## src/vgip_pkg.sv

```systemverilog
`timescale 1ns / 1ps
// ----------------------------------------------------------------------------
// VCF genotype parser package
// Character codes and the IUPAC ambiguity lookup used by the parser.
// ----------------------------------------------------------------------------
package vgip_pkg;

    // Text characters the parser reacts to.
    localparam logic [7:0] CH_LF    = 8'h0A;
    localparam logic [7:0] CH_CR    = 8'h0D;
    localparam logic [7:0] CH_TAB   = 8'h09;
    localparam logic [7:0] CH_HASH  = 8'h23;
    localparam logic [7:0] CH_COMMA = 8'h2C;
    localparam logic [7:0] CH_COLON = 8'h3A;
    localparam logic [7:0] CH_DOT   = 8'h2E;
    localparam logic [7:0] CH_SLASH = 8'h2F;
    localparam logic [7:0] CH_PIPE  = 8'h7C;
    localparam logic [7:0] CH_ZERO  = 8'h30;
    localparam logic [7:0] CH_NINE  = 8'h39;
    localparam logic [7:0] CH_UA    = 8'h41;
    localparam logic [7:0] CH_UC    = 8'h43;
    localparam logic [7:0] CH_UG    = 8'h47;
    localparam logic [7:0] CH_UN    = 8'h4E;
    localparam logic [7:0] CH_UT    = 8'h54;
    localparam logic [7:0] CH_UZ    = 8'h5A;
    localparam logic [7:0] CH_LA    = 8'h61;
    localparam logic [7:0] CH_LZ    = 8'h7A;

    // Two-bit index of a plain base; the flag is low for anything else.
    typedef struct packed {
        logic       ok;
        logic [1:0] idx;
    } base_idx_t;

    function automatic base_idx_t base_index(input logic [7:0] c);
        base_idx_t r;
        r.ok  = 1'b1;
        r.idx = 2'd0;
        case (c)
            CH_UA:   r.idx = 2'd0;
            CH_UC:   r.idx = 2'd1;
            CH_UG:   r.idx = 2'd2;
            CH_UT:   r.idx = 2'd3;
            default: r.ok  = 1'b0;
        endcase
        return r;
    endfunction

    // IUPAC code for an ordered pair of plain bases.
    function automatic logic [7:0] iupac_code(input logic [3:0] pair);
        logic [7:0] r;
        r = CH_UN;
        case (pair)
            4'd0:    r = 8'h41;
            4'd1:    r = 8'h4D;
            4'd2:    r = 8'h52;
            4'd3:    r = 8'h57;
            4'd4:    r = 8'h4D;
            4'd5:    r = 8'h43;
            4'd6:    r = 8'h53;
            4'd7:    r = 8'h59;
            4'd8:    r = 8'h52;
            4'd9:    r = 8'h53;
            4'd10:   r = 8'h47;
            4'd11:   r = 8'h4B;
            4'd12:   r = 8'h57;
            4'd13:   r = 8'h59;
            4'd14:   r = 8'h4B;
            4'd15:   r = 8'h54;
            default: r = CH_UN;
        endcase
        return r;
    endfunction

    // Uppercase letter, lowercase folded up, anything else becomes N.
    function automatic logic [7:0] letter_or_n(input logic [7:0] c);
        logic [7:0] r;
        r = CH_UN;
        if (c >= CH_UA && c <= CH_UZ) begin
            r = c;
        end
        else if (c >= CH_LA && c <= CH_LZ) begin
            r = c - 8'd32;
        end
        return r;
    endfunction

endpackage

```

## src/vcf_genotype_iupac_parser.sv

```systemverilog
`timescale 1ns / 1ps
// Timing: an accepted byte is registered in the input buffer and parsed from there; a
// result is registered into out_valid. A line end implied by end_of_data is held in a
// pending flag and handled after that byte. Throughput: one byte per cycle, but a CR not
// followed by LF, a last byte that is not a line end, and a result held by out_stall each
// stall the input. Reset: asynchronous, active low; parse state returns to start of line,
// num_samples returns to 1, the ALT allele store is left as is.
// ----------------------------------------------------------------------------
// VCF genotype to IUPAC parser
// Parses VCF text a byte at a time and emits one base code per sample column.
// ----------------------------------------------------------------------------
module vcf_genotype_iupac_parser #(
    parameter int ALT_MAX           = 16,
    parameter int SAMPLE_MAX        = 65535,
    parameter int FORMAT_FIELDS_MAX = 32
) (
    input  logic        clk,
    input  logic        rst_n,
    input  logic        cfg_valid,
    output logic        cfg_ready,
    input  logic [15:0] num_samples,
    input  logic        in_valid,
    output logic        in_stall,
    input  logic [7:0]  byte_in,
    input  logic        end_of_data,
    output logic        out_valid,
    input  logic        out_stall,
    output logic [7:0]  base_code,
    output logic [15:0] sample_index,
    output logic        last_in_line
);

    import vgip_pkg::*;

    localparam int AW = (ALT_MAX > 1) ? $clog2(ALT_MAX) : 1;
    localparam int CW = $clog2(ALT_MAX + 1);
    localparam int FW = $clog2(FORMAT_FIELDS_MAX + 1);
    localparam logic [15:0] SMAX = 16'(SAMPLE_MAX);
    localparam logic [8:0]  AMAX9 = 9'(ALT_MAX);
    localparam logic [CW-1:0] AMAXC = CW'(ALT_MAX);
    localparam logic [FW-1:0] FMAXF = FW'(FORMAT_FIELDS_MAX);

    typedef enum logic [1:0] {MODE_START, MODE_DATA, MODE_SKIP} mode_t;
    typedef enum logic [2:0] {
        PH_SEEK, PH_A1START, PH_A1, PH_A2START, PH_A2, PH_DONE, PH_FAIL
    } phase_t;

    // Configuration and buffering registers.
    logic [15:0] nsamp_reg;
    logic        ib_valid_reg, ib_valid_next;
    logic [7:0]  ib_byte_reg;
    logic        ib_eod_reg;
    logic        cr_held_reg, cr_held_next;
    logic        eol_pend_reg, eol_pend_next;

    // Parse state.
    mode_t       mode_reg, mode_next;
    logic [3:0]  col_reg, col_next;
    logic [7:0]  ref_reg, ref_next;
    logic        ref1_reg, ref1_next;
    logic        refst_reg, refst_next;
    logic [CW-1:0] altc_reg, altc_next;
    logic [1:0]  altch_reg, altch_next;
    logic [FW-1:0] fsub_reg, fsub_next;
    logic [1:0]  fmat_reg, fmat_next;
    logic [5:0]  gtp_reg, gtp_next;
    logic        gtf_reg, gtf_next;
    logic [15:0] scnt_reg, scnt_next;
    logic [5:0]  ssub_reg, ssub_next;
    phase_t      ph_reg, ph_next;
    logic [7:0]  a1_reg, a1_next;
    logic [7:0]  a2_reg, a2_next;
    logic        hasb_reg, hasb_next;

    // Result register.
    logic        ov_reg, ov_next;
    logic [7:0]  ob_reg, ob_next;
    logic [15:0] oi_reg, oi_next;
    logic        ol_reg, ol_next;

    // ALT store ports.
    logic          ram_we;
    logic [AW-1:0] ram_wa;
    logic [7:0]    ram_wd;
    logic [7:0]    q1, q2;
    logic [7:0]    a1m, a2m;

    logic        can_go, consume, do_text, do_eol, le;
    logic [7:0]  c;
    logic [15:0] lim;
    logic [7:0]  b1, b2, sres;
    logic        digit, sep;
    logic [3:0]  ncol;
    logic        gf;
    logic [5:0]  gp;
    logic [11:0] acc;
    mode_t       md;
    base_idx_t   i1, i2;

    assign cfg_ready    = 1'b1;
    assign out_valid    = ov_reg;
    assign base_code    = ob_reg;
    assign sample_index = oi_reg;
    assign last_in_line = ol_reg;

    assign lim = (nsamp_reg < SMAX) ? nsamp_reg : SMAX;

    // Two copies of the ALT store, one read port for each allele.
    assign a1m = a1_next - 8'd1;
    assign a2m = a2_next - 8'd1;

    vgip_ram #(.WIDTH(8), .DEPTH(ALT_MAX)) u_alt1 (
        .clk(clk), .we(ram_we), .waddr(ram_wa), .wdata(ram_wd),
        .raddr(a1m[AW-1:0]), .rdata(q1)
    );

    vgip_ram #(.WIDTH(8), .DEPTH(ALT_MAX)) u_alt2 (
        .clk(clk), .we(ram_we), .waddr(ram_wa), .wdata(ram_wd),
        .raddr(a2m[AW-1:0]), .rdata(q2)
    );

    // Allele to base mapping and genotype decode on the current state.
    always_comb
    begin
        if (a1_reg == 8'd0) begin
            b1 = ref1_reg ? ref_reg : CH_UN;
        end
        else if ({1'b0, a1_reg} <= AMAX9 && {1'b0, a1_reg} <= 9'(altc_reg) + 9'd1) begin
            b1 = q1;
        end
        else begin
            b1 = CH_UN;
        end
        if (a2_reg == 8'd0) begin
            b2 = ref1_reg ? ref_reg : CH_UN;
        end
        else if ({1'b0, a2_reg} <= AMAX9 && {1'b0, a2_reg} <= 9'(altc_reg) + 9'd1) begin
            b2 = q2;
        end
        else begin
            b2 = CH_UN;
        end
        i1 = base_index(b1);
        i2 = base_index(b2);
        if (!gtf_reg || (ph_reg != PH_A2 && ph_reg != PH_DONE)) begin
            sres = CH_UN;
        end
        else if (b1 == CH_UN || b2 == CH_UN) begin
            sres = CH_UN;
        end
        else if (b1 == b2) begin
            sres = b1;
        end
        else if (!i1.ok || !i2.ok) begin
            sres = CH_UN;
        end
        else begin
            sres = iupac_code({i1.idx, i2.idx});
        end
    end

    // Operation select, byte parse and line end.
    always_comb
    begin
        can_go  = !ov_reg || !out_stall;
        consume = 1'b0;
        do_text = 1'b0;
        do_eol  = 1'b0;
        c       = ib_byte_reg;
        cr_held_next  = cr_held_reg;
        eol_pend_next = eol_pend_reg;

        if (can_go) begin
            if (eol_pend_reg) begin
                do_eol        = 1'b1;
                eol_pend_next = 1'b0;
            end
            else if (ib_valid_reg) begin
                if (cr_held_reg && ib_byte_reg != CH_LF) begin
                    do_text      = 1'b1;
                    c            = CH_CR;
                    cr_held_next = 1'b0;
                end
                else begin
                    consume      = 1'b1;
                    cr_held_next = 1'b0;
                    if (ib_byte_reg == CH_CR) begin
                        if (ib_eod_reg) begin
                            do_eol = 1'b1;
                        end
                        else begin
                            cr_held_next = 1'b1;
                        end
                    end
                    else begin
                        do_text = 1'b1;
                        if (ib_eod_reg && ib_byte_reg != CH_LF) begin
                            eol_pend_next = 1'b1;
                        end
                    end
                end
            end
        end

        in_stall      = ib_valid_reg && !consume;
        ib_valid_next = (ib_valid_reg && !consume) || (in_valid && !in_stall);

        mode_next  = mode_reg;
        col_next   = col_reg;
        ref_next   = ref_reg;
        ref1_next  = ref1_reg;
        refst_next = refst_reg;
        altc_next  = altc_reg;
        altch_next = altch_reg;
        fsub_next  = fsub_reg;
        fmat_next  = fmat_reg;
        gtp_next   = gtp_reg;
        gtf_next   = gtf_reg;
        scnt_next  = scnt_reg;
        ssub_next  = ssub_reg;
        ph_next    = ph_reg;
        a1_next    = a1_reg;
        a2_next    = a2_reg;
        hasb_next  = hasb_reg;
        ram_we = 1'b0;
        ram_wa = '0;
        ram_wd = CH_UN;
        ov_next = ov_reg && out_stall;
        ob_next = ob_reg;
        oi_next = oi_reg;
        ol_next = ol_reg;
        digit = (c >= CH_ZERO) && (c <= CH_NINE);
        sep   = (c == CH_SLASH) || (c == CH_PIPE);
        acc   = '0;
        ncol  = col_reg;
        gf    = gtf_reg;
        gp    = gtp_reg;
        md    = mode_reg;

        le = do_eol || (do_text && c == CH_LF);

        // One text byte other than a line end.
        if (do_text && c != CH_LF) begin
            if (mode_reg == MODE_START) begin
                md = (c == CH_HASH) ? MODE_SKIP : MODE_DATA;
            end
            mode_next = md;
            if (md == MODE_DATA) begin
                if (c == CH_TAB) begin
                    if (col_reg == 4'd8) begin
                        if (fmat_reg == 2'd2 && !gtf_reg && fsub_reg < FMAXF) begin
                            gf = 1'b1;
                            gp = 6'(fsub_reg);
                        end
                        gtf_next  = gf;
                        gtp_next  = gp;
                        fmat_next = 2'd0;
                    end
                    else if (col_reg >= 4'd9) begin
                        if (scnt_reg < lim) begin
                            ov_next = 1'b1;
                            ob_next = sres;
                            oi_next = scnt_reg;
                            ol_next = ({1'b0, scnt_reg} + 17'd1) == {1'b0, lim};
                        end
                        if (scnt_reg != 16'hFFFF) begin
                            scnt_next = scnt_reg + 16'd1;
                        end
                    end
                    ncol     = (col_reg < 4'd9) ? col_reg + 4'd1 : col_reg;
                    col_next = ncol;
                    if (ncol == 4'd4) begin
                        altc_next  = '0;
                        altch_next = 2'd0;
                        ram_we     = 1'b1;
                        ram_wa     = '0;
                        ram_wd     = CH_UN;
                    end
                    else if (ncol == 4'd8) begin
                        fsub_next = '0;
                        fmat_next = 2'd0;
                    end
                    else if (ncol >= 4'd9) begin
                        ssub_next = 6'd0;
                        a1_next   = 8'd0;
                        a2_next   = 8'd0;
                        hasb_next = 1'b0;
                        if (!gf) begin
                            ph_next = PH_FAIL;
                        end
                        else begin
                            ph_next = (gp == 6'd0) ? PH_A1START : PH_SEEK;
                        end
                    end
                end
                else if (col_reg == 4'd3) begin
                    if (!refst_reg) begin
                        refst_next = 1'b1;
                        ref1_next  = 1'b1;
                        ref_next   = (c >= CH_LA && c <= CH_LZ) ? c - 8'd32 : c;
                    end
                    else begin
                        ref1_next = 1'b0;
                    end
                end
                else if (col_reg == 4'd4) begin
                    if (c == CH_COMMA) begin
                        if (altc_reg < AMAXC) begin
                            altc_next = altc_reg + 1'b1;
                            if (altc_reg + 1'b1 < AMAXC) begin
                                ram_we = 1'b1;
                                ram_wa = AW'(altc_reg + 1'b1);
                                ram_wd = CH_UN;
                            end
                        end
                        altch_next = 2'd0;
                    end
                    else begin
                        if (altc_reg < AMAXC) begin
                            ram_we = 1'b1;
                            ram_wa = AW'(altc_reg);
                            ram_wd = (altch_reg == 2'd0) ? letter_or_n(c) : CH_UN;
                        end
                        if (altch_reg < 2'd2) begin
                            altch_next = altch_reg + 2'd1;
                        end
                    end
                end
                else if (col_reg == 4'd8) begin
                    if (c == CH_COLON) begin
                        if (fmat_reg == 2'd2 && !gtf_reg && fsub_reg < FMAXF) begin
                            gtf_next = 1'b1;
                            gtp_next = 6'(fsub_reg);
                        end
                        fmat_next = 2'd0;
                        if (fsub_reg < FMAXF) begin
                            fsub_next = fsub_reg + 1'b1;
                        end
                    end
                    else if (fmat_reg == 2'd0 && c == CH_UG) begin
                        fmat_next = 2'd1;
                    end
                    else if (fmat_reg == 2'd1 && c == CH_UT) begin
                        fmat_next = 2'd2;
                    end
                    else begin
                        fmat_next = 2'd3;
                    end
                end
                else if (col_reg >= 4'd9) begin
                    hasb_next = 1'b1;
                    case (ph_reg)
                        PH_SEEK:
                        begin
                            if (c == CH_COLON && ssub_reg < 6'd63) begin
                                ssub_next = ssub_reg + 6'd1;
                                if (ssub_reg + 6'd1 == gtp_reg) begin
                                    ph_next = PH_A1START;
                                end
                            end
                        end
                        PH_A1START, PH_A1:
                        begin
                            acc = 12'(a1_reg) * 12'd10 + 12'(c - CH_ZERO);
                            if (ph_reg == PH_A1START && c == CH_DOT) begin
                                ph_next = PH_FAIL;
                            end
                            else if (digit) begin
                                a1_next = (acc > 12'd255) ? 8'd255 : acc[7:0];
                                ph_next = PH_A1;
                            end
                            else if (sep) begin
                                ph_next = PH_A2START;
                            end
                            else begin
                                ph_next = PH_FAIL;
                            end
                        end
                        PH_A2START:
                        begin
                            if (c == CH_DOT) begin
                                ph_next = PH_FAIL;
                            end
                            else if (digit) begin
                                a2_next = c - CH_ZERO;
                                ph_next = PH_A2;
                            end
                            else begin
                                ph_next = PH_DONE;
                            end
                        end
                        PH_A2:
                        begin
                            acc = 12'(a2_reg) * 12'd10 + 12'(c - CH_ZERO);
                            if (digit) begin
                                a2_next = (acc > 12'd255) ? 8'd255 : acc[7:0];
                            end
                            else begin
                                ph_next = PH_DONE;
                            end
                        end
                        default:
                        begin
                            ph_next = ph_reg;
                        end
                    endcase
                end
            end
        end

        // Line end: close the last sample, then clear the line state.
        if (le) begin
            if (mode_reg == MODE_DATA && col_reg >= 4'd9 && hasb_reg && scnt_reg < lim) begin
                ov_next = 1'b1;
                ob_next = sres;
                oi_next = scnt_reg;
                ol_next = 1'b1;
            end
            mode_next  = MODE_START;
            col_next   = 4'd0;
            ref_next   = CH_UN;
            ref1_next  = 1'b0;
            refst_next = 1'b0;
            altc_next  = '0;
            altch_next = 2'd0;
            fsub_next  = '0;
            fmat_next  = 2'd0;
            gtp_next   = 6'd0;
            gtf_next   = 1'b0;
            scnt_next  = 16'd0;
            ssub_next  = 6'd0;
            ph_next    = PH_SEEK;
            a1_next    = 8'd0;
            a2_next    = 8'd0;
            hasb_next  = 1'b0;
        end
    end

    // Control and parse state registers.
    always_ff @(posedge clk or negedge rst_n)
    begin
        if (!rst_n) begin
            nsamp_reg    <= 16'd1;
            ib_valid_reg <= 1'b0;
            cr_held_reg  <= 1'b0;
            eol_pend_reg <= 1'b0;
            mode_reg     <= MODE_START;
            col_reg      <= 4'd0;
            ref_reg      <= CH_UN;
            ref1_reg     <= 1'b0;
            refst_reg    <= 1'b0;
            altc_reg     <= '0;
            altch_reg    <= 2'd0;
            fsub_reg     <= '0;
            fmat_reg     <= 2'd0;
            gtp_reg      <= 6'd0;
            gtf_reg      <= 1'b0;
            scnt_reg     <= 16'd0;
            ssub_reg     <= 6'd0;
            ph_reg       <= PH_SEEK;
            a1_reg       <= 8'd0;
            a2_reg       <= 8'd0;
            hasb_reg     <= 1'b0;
            ov_reg       <= 1'b0;
        end
        else begin
            if (cfg_valid && cfg_ready) begin
                nsamp_reg <= num_samples;
            end
            ib_valid_reg <= ib_valid_next;
            cr_held_reg  <= cr_held_next;
            eol_pend_reg <= eol_pend_next;
            mode_reg     <= mode_next;
            col_reg      <= col_next;
            ref_reg      <= ref_next;
            ref1_reg     <= ref1_next;
            refst_reg    <= refst_next;
            altc_reg     <= altc_next;
            altch_reg    <= altch_next;
            fsub_reg     <= fsub_next;
            fmat_reg     <= fmat_next;
            gtp_reg      <= gtp_next;
            gtf_reg      <= gtf_next;
            scnt_reg     <= scnt_next;
            ssub_reg     <= ssub_next;
            ph_reg       <= ph_next;
            a1_reg       <= a1_next;
            a2_reg       <= a2_next;
            hasb_reg     <= hasb_next;
            ov_reg       <= ov_next;
        end
    end

    // Payload registers for the input buffer and the result.
    always_ff @(posedge clk)
    begin
        if (in_valid && !in_stall) begin
            ib_byte_reg <= byte_in;
            ib_eod_reg  <= end_of_data;
        end
        ob_reg <= ob_next;
        oi_reg <= oi_next;
        ol_reg <= ol_next;
    end

endmodule

```

## src/vgip_ram.sv

```systemverilog
`timescale 1ns / 1ps
// ----------------------------------------------------------------------------
// Generic RAM
// One write port and one read port with registered read data.
// ----------------------------------------------------------------------------
module vgip_ram #(
    parameter int WIDTH = 8,
    parameter int DEPTH = 16
) (
    input  logic                                   clk,
    input  logic                                   we,
    input  logic [(DEPTH > 1 ? $clog2(DEPTH) : 1)-1:0] waddr,
    input  logic [WIDTH-1:0]                       wdata,
    input  logic [(DEPTH > 1 ? $clog2(DEPTH) : 1)-1:0] raddr,
    output logic [WIDTH-1:0]                       rdata
);

    logic [WIDTH-1:0] mem [DEPTH];

    // Write port and registered read port.
    always_ff @(posedge clk)
    begin
        if (we) begin
            mem[waddr] <= wdata;
        end
        rdata <= mem[raddr];
    end

endmodule
```

## config.mk

```make
export PLATFORM = sky130hd
export DESIGN_NAME = vcf_genotype_iupac_parser
export DESIGN_NICKNAME = d
export VERILOG_FILES = /design/src/vgip_pkg.sv /design/src/vcf_genotype_iupac_parser.sv /design/src/vgip_ram.sv
export SDC_FILE = /design/constraint.sdc
export NUM_CORES = 1
export LEC_CHECK = 0
export BUFFER_PORTS_ARGS = -buffer_cell sky130_fd_sc_hd__buf_4
export CAP_MARGIN = 20
export CORE_MARGIN = 1
export CORE_UTILIZATION = 45
export CTS_BUF_LIST = sky130_fd_sc_hd__clkbuf_8 sky130_fd_sc_hd__clkbuf_16
export DETAILED_ROUTE_END_ITERATION = 10
export GPL_ROUTABILITY_DRIVEN = 0
export SLEW_MARGIN = 25
export SYNTH_ARGS = -nofsm -noshare
export SYNTH_HDL_FRONTEND = slang
export SYNTH_SLANG_ARGS = --single-unit
```

## constraint.sdc

```tcl
create_clock -name clk -period 8.7 [get_ports clk]
set_input_delay 1.74 -clock clk [delete_from_list [all_inputs] [get_ports clk]]
set_output_delay 1.74 -clock clk [all_outputs]
set_load 0.1 [all_outputs]
```

# Yosys cells after proc, flatten, opt, wreduce, memory -nomap -nowiden
# Memory sizes are Yosys's and may differ from the RTL's. A register that Yosys moved wholly into a read port is not among the register bits.
# Index checks and enable logic that the tools add are counted.
[op_classes]
muxes = 284
add_sub_neg = 15
n_eq_ne = 56
reduce_logical = 76
bitwise_logic = 1
shift = 0
order_cmp = 22
n_mul = 2
div = 0
[ops]
columns = ["operator", "count"]
rows = [
  ["two-way mux 8 bit", 68],
  ["two-way mux 16 bit", 16],
  ["two-way mux 6 bit", 37],
  ["== test 8 x 7 -> 1 bit, second input constant", 13],
  ["two-way mux 1 bit", 91],
  ["two-way mux 4 bit", 14],
  ["two-way mux 2 bit", 27],
  ["two-way mux 3 bit", 18],
  ["two-way mux 5 bit", 9],
  ["== test 8 x 6 -> 1 bit, second input constant", 5],
  ["nonzero test 3 bit", 9],
  ["adder 12 bit", 2],
  ["== test 8 x 4 -> 1 bit, second input constant", 3],
  ["greater-than comparator 12 x 8 -> 1 bit, second input constant", 2],
  ["logical AND 1 bit", 22],
  ["multiplier 8 x 3 -> 11 bit, second input constant", 2],
  ["!= test 3 bit, second input constant", 7],
  ["AND reduction 6 bit", 3],
  ["AND reduction 9 bit", 2],
  ["adder 16 x 1 -> 17 bit, second input constant", 1],
  ["== test 17 x 16 -> 1 bit", 1],
  ["adder 16 x 1 -> 16 bit, second input constant", 1],
  ["greater-or-equal comparator 8 x 7 -> 1 bit, second input constant", 2],
  ["less-or-equal comparator 8 x 5 -> 1 bit, second input constant", 2],
  ["other kinds (57)", 99],
]
[totals]
ramBits = 256
register_bits = 134
n_memories = 3
out_inout_bits = 28
latch_bits = 0
rom_bits = 80
[memory_table]
columns = ["memory", "depth", "word_bits", "rd", "rd_clocked_by_memory_dff", "write_ports", "line_no", "text"]
rows = [
  ["u_alt1.mem", 16, 8, 1, 1, 1, "vgip_ram.sv:18", "logic [WIDTH-1:0] mem [DEPTH];"],
  ["u_alt2.mem", 16, 8, 1, 1, 1, "vgip_ram.sv:18", ""],
  ["(name not given)", 16, 5, 1, 0, 0, "vgip_pkg.sv:53", "case (pair)"],
]

# Depth between registers and ports, before layout
# Gate-level depths: netlist (run 1).
[depth]
depth_word = 23
depth_mapped = 25
depth_no_buf = 22

# Hierarchy
# Synthesis (run 1) repeated with hierarchy kept, for this count alone.
[unflattened]
hier_cells = 1735
area_unflattened_um2 = 21131.5
[by_module_without_submodules]
columns = ["module", "cells_per_inst", "area_each_um2", "n_inst"]
rows = [
  ["vcf_genotype_iupac_parser", 1277, 10836.6, 1],
  ["vgip_ram", 229, 5147.4, 2],
]

# Worst setup path after synthesis (run 1)
# Ideal clock, no wire load.
[synth_path]
kind = "input to register"
start = "in out_stall"
end = "reg u_alt2.rdata[0], read port of u_alt2.mem"
slack_ns = 1.244
cell_stages = 21
arrival_time_ns = 7.322
n_path_buf = 5
required_time_ns = 8.566
path_cell_list = "a21oi_4 nand3_1 buf_2 and2_1 ha_1 a21oi_1 ha_1 a21o_1 o32a_1 a41oi_1 xnor2_1 a41oi_1 a211oi_4 buf_2 ha_1 clkbuf_1 clkbuf_1 clkbuf_1 mux2i_1 a21oi_1 mux4_2"
[synth_via]
elab_chain_len = 18
elab_cells_between_ends = 38
[synth_rtl]
columns = ["item", "line_no", "text"]
rows = [
  ["from (decl)", "vcf_genotype_iupac_parser.sv:27", "input logic out_stall,"],
  ["logical NOT 1 bit (*)", "vcf_genotype_iupac_parser.sv:165", "can_go = !ov_reg || !out_stall;"],
  ["logical OR 1 bit (*)", "vcf_genotype_iupac_parser.sv:165", ""],
  ["two-way mux 8 bit", "vcf_genotype_iupac_parser.sv:173", "if (can_go) begin"],
  ["subtractor 8 x 6 -> 9 bit", "vcf_genotype_iupac_parser.sv:394", "acc = 12'(a2_reg) * 12'd10 + 12'(c - CH_ZERO);"],
  ["adder 12 bit", "vcf_genotype_iupac_parser.sv:394", ""],
  ["greater-than comparator 12 x 8 -> 1 bit", "vcf_genotype_iupac_parser.sv:396", "a2_next = (acc > 12'd255) ? 8'd255 : acc[7:0];"],
  ["two-way mux 8 bit", "vcf_genotype_iupac_parser.sv:396", ""],
  ["two-way mux 8 bit", "vcf_genotype_iupac_parser.sv:395", "if (digit) begin"],
  ["[... 2 more ...]", "--", ""],
  ["two-way mux 8 bit", "vcf_genotype_iupac_parser.sv:329", "else if (col_reg == 4'd8) begin"],
  ["two-way mux 8 bit", "vcf_genotype_iupac_parser.sv:306", "else if (col_reg == 4'd4) begin"],
  ["two-way mux 8 bit", "vcf_genotype_iupac_parser.sv:296", "else if (col_reg == 4'd3) begin"],
  ["two-way mux 8 bit", "vcf_genotype_iupac_parser.sv:249", "if (c == CH_TAB) begin"],
  ["two-way mux 8 bit", "vcf_genotype_iupac_parser.sv:248", "if (md == MODE_DATA) begin"],
  ["two-way mux 8 bit", "vcf_genotype_iupac_parser.sv:243", "if (do_text && c != CH_LF) begin"],
  ["two-way mux 8 bit (*)", "vcf_genotype_iupac_parser.sv:412", "if (le) begin"],
  ["subtractor 4 x 1 -> 4 bit (*)", "vcf_genotype_iupac_parser.sv:110", "assign a2m = a2_next - 8'd1;"],
  ["to (decl)", "vgip_ram.sv:15", "output logic [WIDTH-1:0] rdata"],
]
# Every way passes the cells marked *; elsewhere a longest branch is shown, timed or not. The select of a mux whose other input is x is not followed.
# A chain may end at the register's enable or synchronous reset.

# Worst setup path in the final report (run 1)
[layout_path]
start = "in out_stall"
end = "reg u_alt2.rdata[3], read port of u_alt2.mem"
# The elaborated chain is that of the path after synthesis.

==> results of run 1 <==
cells in the mapped netlist, types with 48 or more instances:
master	count
sky130_fd_sc_hd__nor2_1	110
sky130_fd_sc_hd__nor2b_1	48
sky130_fd_sc_hd__nand2_1	125
sky130_fd_sc_hd__inv_1	91
sky130_fd_sc_hd__mux2i_1	51
sky130_fd_sc_hd__dfrtp_1	95
sky130_fd_sc_hd__ha_1	96
sky130_fd_sc_hd__o21ai_0	111
sky130_fd_sc_hd__clkbuf_1	52
sky130_fd_sc_hd__edfxtp_1	137
sky130_fd_sc_hd__nor3_1	49
sky130_fd_sc_hd__xnor2_1	48
sky130_fd_sc_hd__a21oi_1	93
worst paths after layout:
kind	slack [ns]	from	cells after the start	to
max	1.67	out_stall	18	u_alt2.rdata[3]
min	0.45	base_code[0]	2	base_code[0]
max reg2reg	2.53	out_valid	17	u_alt2.rdata[3]
min reg2reg	0.45	base_code[0]	2	base_code[0]
max in group asynchronous	6.29	rst_n	2	nsamp_reg[3]
min in group asynchronous	1.24	rst_n	1	ssub_reg[3]
cell families after synthesis:
group           after synthesis
buf+inv                     162
other cells                   1
fa+ha+maj                   100
xor+xnor                     71
mux                         120
compound gates              439
flops                       278
simple gates                511
stage by stage:
| stage | std cells | hold slack (ns) |
|---|---|---|
| final | 2268 | 0.454 |
| after global placement | 2206 | 0.443 |
| after floorplan | 1682 | 0.450 |
| after detailed placement | 2206 | 0.446 |
| after global routing | 2268 | 0.476 |
| after CTS | 2267 | 0.458 |
metal layers:
layer  up-vias  share of wire [%]
met5         -                  0
met4         0                3.2
met3        97                6.2
met2       467                 47
met1      6750                 44
li1       6438                  -
final cells by class:
| class | count | area share [%] |
|---|---|---|
| multi-input cells | 1242 | 48.0 |
| flip-flops and latches | 278 | 38.1 |
| clock buffers | 38 | 4.69 |
| repair buffers | 84 | 3.29 |
| well taps | 511 | 3.27 |
| inverters | 92 | 1.77 |
| clock inverters | 23 | 0.851 |
tightest hold or removal path, delay by kind of cell, from the launching register on:
kind     cells  cell delay (ns)
buf+inv      1             0.05
mux          1             0.05
flops        1             0.31
report_power, final:
| part | total, mW | internal [mW] | leakage, nW | switching [mW] |
|---|---|---|---|---|
| clock | 1.37 | 0.816 | 0.562 | 0.556 |
| combinational | 0.367 | 0.139 | 4.19 | 0.228 |
| sequential | 1.44 | 1.40 | 2.94 | 0.0433 |
==> metrics.yaml, run 1 <==
result_of_the_run: "completed"
synthesis.nets: 1812
synth_xor_area_share_pct: 3.86
place.detailed.hpwl_um: 34200
synth_largest_area_cell: "sky130_fd_sc_hd__edfxtp_1"
final_cell_area_excluding_filler_cells_um2: 19500
critical_path.startpoint_type: "input port"
hold_buffers: 0
avgRoutedWirePerCell_um: 21.2
design.die.area_um2: 39500
synthArstFlopShare_pct: 36.0
largest_reg_flops: 112
ys_warn_count: 0
power_density_nw_per_um2: 163
netlist_area_um2: 17400
clockRootBuffer: "sky130_fd_sc_hd__clkbuf_16"
met2_usage_grt_pct: 40.8
finalClockSkew_ns: 0.0187
p_leak_nw: 7.70
grt_antenna_before_repair: 0
registers.top_by_ff_count: "u_alt2.mem"
yosys-mux-area-fraction_pct: 10.5
cts_max_level: 2
cts_post_setup_buffers_inserted: 0
multi_input_gate_area_um2: 9390
detailedRoute.firstPassIterationCount: 7
synth_compound_area_share_pct: 16.8
hold_class: "flip-flop to flip-flop"
cts_sinks: 278
synth_fa_ha_area_share_pct: 7.35
synth-seq-area-share_pct: 42.7
fp-row-count: 71
worst_ir_drop_vdd_mv: 0.181
path_buf_inv: 3
synth_flop_cell: "sky130_fd_sc_hd__edfxtp_1"
maximum_number_of_pins_on_one_net_before_global_route_repair: 93
worstPathCellList: "buf_4 > a21oi_4 > nand3_1 > and2_1 > ha_1 > a21oi_1 > buf_4 > ha_1 > a21o_1 > o32a_1 > a41oi_1 > xnor2_1 > a41oi_1 > a211oi_4 > buf_4 > nand3_2 > xnor2_4 > mux4_2"
routed-via-count: 13800
route.antenna.remaining_nets: 0
layout_commonest_cell: "sky130_fd_sc_hd__edfxtp_1"
grt-ovfl-total: 0
clock_tree.buffer_depth: 3
placed_cell_area_um2: 18400
io_pins: 58
final_cell_mix: "sky130_fd_sc_hd__edfxtp_1, sky130_fd_sc_hd__nand2_1, sky130_fd_sc_hd__o21ai_0"
antenna-diode-count: 0
cts_buffers: 34
synth.ff_latch_count: 278
cp_data_required_time_ns: 9.10
busiest_layer: "met2"
critPathCaptureType: "flip-flop"
grt_util_met3_pct: 4.73
post-route-min-period_ns: 7.03
drcViolationCount: 0
post-route-util_pct: 51.6
detail_route.wirelength_um: 48000
finalMaxSlewViolations: 0
totalPowerFinal_mw: 3.18
final_net_count: 1862
initial_utilization_pct: 46.0
layout.filler_cells: 3393
pre_cts_ws_ns: 1.15
final.setup.tns_ns: 0
cp_slowest_cell: "sky130_fd_sc_hd__buf_4"
synth_top_area_share_pct: 23.6
global_routing_usage_summed_across_all_routing_layers_pct: 24.9
max-slew-margin-rel_pct: 32.8
layout_worst_path_cycle_share_pct: 80.8
final_critical_path_setup_slack_ns: 1.67
synthesis.instances: 1682
unrepaired_setup_endpoints_after_global_routing: "false"
met1_routing_resource_usage_after_global_routing_pct: 32.9
crit_path_max_fanout: 62
synthTopCellsByArea: "sky130_fd_sc_hd__edfxtp_1, sky130_fd_sc_hd__dfrtp_1, sky130_fd_sc_hd__ha_1"
cap_violations: 0
clk_pin_slew_ns: 0.06
die_x_um: 199
achievable-frequency_mhz: 142
area_delta_synth_final_pct: 12.2
cpPeakStageDelay_ns: 0.62
routed_via_density: 6.06
portBuffers: 56
number_of_enable_flip_flop_cells_after_synthesis: 137
cts_tree: "yes"
cts-resized-gates: 0
path_delay_family: "compound AO/OA/AOI/OAI gates"
timing.setup.critical_path_class: "input port to flip-flop"
core_area_um2: 37800
regArea_um2: 7440
post_synth_num_cell_types: 98
setup_viol_count_final: 0
worst_skew_pair.late_latency_ns: 0.54
via_count_of_the_first_global_routing_pass: 13500
avgSynthCellArea_um2: 10.4
yosys.area_share.simple_pct: 15.0
critPathArrivalTime_ns: 7.43
critPathMostFrequentCell: "sky130_fd_sc_hd__buf_4"
final_hold_viol_count: 0
die_extent_in_y_um: 199
worst-slew-pin-transition_ns: 1.00
wire_length_of_the_first_global_routing_pass_um: 75700
largest_family_of_logic_cells_by_synthesized_area: "compound AO/OA/AOI/OAI gates"
post_route_cells_drive_above_1_share_pct: 14.0
drt_iter0_markers: 1110
(Power assumes the default switching activity.)
==> run 2, diff against run 1 <==
clock period = 6.51 ns   (was 8.7 ns; I/O delays follow)
==> run 2 against run 1 <==
Worst setup slack lost 1.1 ns. Core utilization is 0.46 points higher. Global-route usage is 0.41 points lower. Cell count is 0.75% higher. Sequential power rose by 34%. First-iteration DRC count rose by 10%. Wire length fell by 0.70%. Critical endpoint is now u_alt1.rdata[0]. Largest cell class unchanged.
==> metrics.yaml, run 2 (synthesis results as in run 1) <==
cts_post_setup_buffers_inserted: 0
final_net_count: 1879
cts_max_level: 1
wire_length_of_the_first_global_routing_pass_um: 75100
design.die.area_um2: 39500
via_count_of_the_first_global_routing_pass: 13300
largest_reg_flops: 112
busiest_layer: "met2"
detail_route.wirelength_um: 47700
hold_buffers: 0
result_of_the_run: "completed"
p_leak_nw: 7.79
layout_commonest_cell: "sky130_fd_sc_hd__edfxtp_1"
final_hold_viol_count: 0
portBuffers: 56
critPathMostFrequentCell: "sky130_fd_sc_hd__ha_1"
finalMaxSlewViolations: 0
max-slew-margin-rel_pct: 37.1
finalClockSkew_ns: 0.0186
cts_sinks: 278
core_area_um2: 37800
crit_path_max_fanout: 32
critPathArrivalTime_ns: 6.37
critPathCaptureType: "flip-flop"
die_x_um: 199
place.detailed.hpwl_um: 34600
clockRootBuffer: "sky130_fd_sc_hd__clkbuf_16"
hold_class: "flip-flop to flip-flop"
antenna-diode-count: 0
area_delta_synth_final_pct: 13.2
maximum_number_of_pins_on_one_net_before_global_route_repair: 63
routed-via-count: 13700
grt-ovfl-total: 0
critical_path.startpoint_type: "input port"
grt_util_met3_pct: 4.51
clk_pin_slew_ns: 0.06
worst_skew_pair.late_latency_ns: 0.60
route.antenna.remaining_nets: 0
layout.filler_cells: 3420
post-route-util_pct: 52.1
cts-resized-gates: 0
cts_buffers: 31
die_extent_in_y_um: 199
power_density_nw_per_um2: 213
met2_usage_grt_pct: 40.0
timing.setup.critical_path_class: "input port to flip-flop"
totalPowerFinal_mw: 4.20
detailedRoute.firstPassIterationCount: 5
drt_iter0_markers: 1224
drcViolationCount: 0
avgRoutedWirePerCell_um: 20.9
achievable-frequency_mhz: 169
cap_violations: 0
routed_via_density: 6.01
cts_tree: "yes"
final_cell_mix: "sky130_fd_sc_hd__edfxtp_1, sky130_fd_sc_hd__nand2_1, sky130_fd_sc_hd__o21ai_0"
layout_worst_path_cycle_share_pct: 90.8
unrepaired_setup_endpoints_after_global_routing: "false"
global_routing_usage_summed_across_all_routing_layers_pct: 24.5
fp-row-count: 71
post_route_cells_drive_above_1_share_pct: 14.9
grt_antenna_before_repair: 0
cp_data_required_time_ns: 6.97
final.setup.tns_ns: 0
cp_slowest_cell: "sky130_fd_sc_hd__mux4_1"
met1_routing_resource_usage_after_global_routing_pct: 32.7
clock_tree.buffer_depth: 3
setup_viol_count_final: 0
cpPeakStageDelay_ns: 0.53
worst-slew-pin-transition_ns: 0.935
worstPathCellList: "buf_4 > a21oi_4 > nand3_1 > and2_1 > ha_1 > a21oi_1 > xnor2_1 > nand2_1 > ha_1 > or2_2 > o32ai_1 > nor3_1 > nor4b_1 > o22ai_1 > a2111oi_0 > o22a_2 > ha_1 > buf_4 > mux4_2 > mux4_1"
io_pins: 58
worst_ir_drop_vdd_mv: 0.193
post-route-min-period_ns: 5.91
registers.top_by_ff_count: "u_alt2.mem"
initial_utilization_pct: 46.0
## run 2: power by group
group	internal [mW]	switching [mW]	total [mW]
logic	0.191	0.306	0.497
registers	1.87	0.0573	1.93
clock network	1.01	0.761	1.77
## run 2: layout make-up
cell class                 instances  area [µm²]  share of cell area (%)
clock buffer                      34         840                    4.26
tap                              511         639                    3.24
sequential                       278        7440                    37.7
inverter                          92         345                    1.75
clock inverter                    24         195                   0.990
multi-input combinational       1242        9400                    47.7
timing repair buffer             104         856                    4.34
## run 2: worst paths after layout
path / from / to / slack (ns) / cells past startpoint
worst max-delay path: out_stall / u_alt1.rdata[0] / 0.60 / 20
worst min-delay path: base_code[6] / base_code[6] / 0.46 / 2
worst max register to register: ib_byte_reg[7] / u_alt1.rdata[0] / 0.60 / 18
worst min register to register: base_code[6] / base_code[6] / 0.46 / 2
max in group asynchronous: rst_n / scnt_reg[13] / 4.60 / 2
min in group asynchronous: rst_n / ssub_reg[2] / 0.70 / 1
## run 2: worst max-delay path: cells and delay by family
family	cells	cell delay (ns)
simple gates	6	1.19
buf+inv	2	0.51
compound gates	6	1.69
fa+ha+maj	3	0.64
mux	2	0.90
xor+xnor	1	0.14
## run 2: per-layer routing
metal  part of all wire, %  wire, µm
met5                     0         0
met3                   6.3      3030
met1                    44     20800
met4                   3.3      1570
met2                    47     22300
## run 2: through the flow
step / instance area, µm² / instances / setup slack (ns) / hold slack [ns]
after floorplan: 17400 / 1682 / -0.00932 / 0.450
after global placement: 18700 / 2227 / 0.0542 / 0.447
final: 19700 / 2285 / 0.598 / 0.460
after CTS: 19700 / 2285 / 0.575 / 0.464
after global routing: 19700 / 2285 / 0.244 / 0.476
after detailed placement: 18700 / 2227 / -0.0562 / 0.448
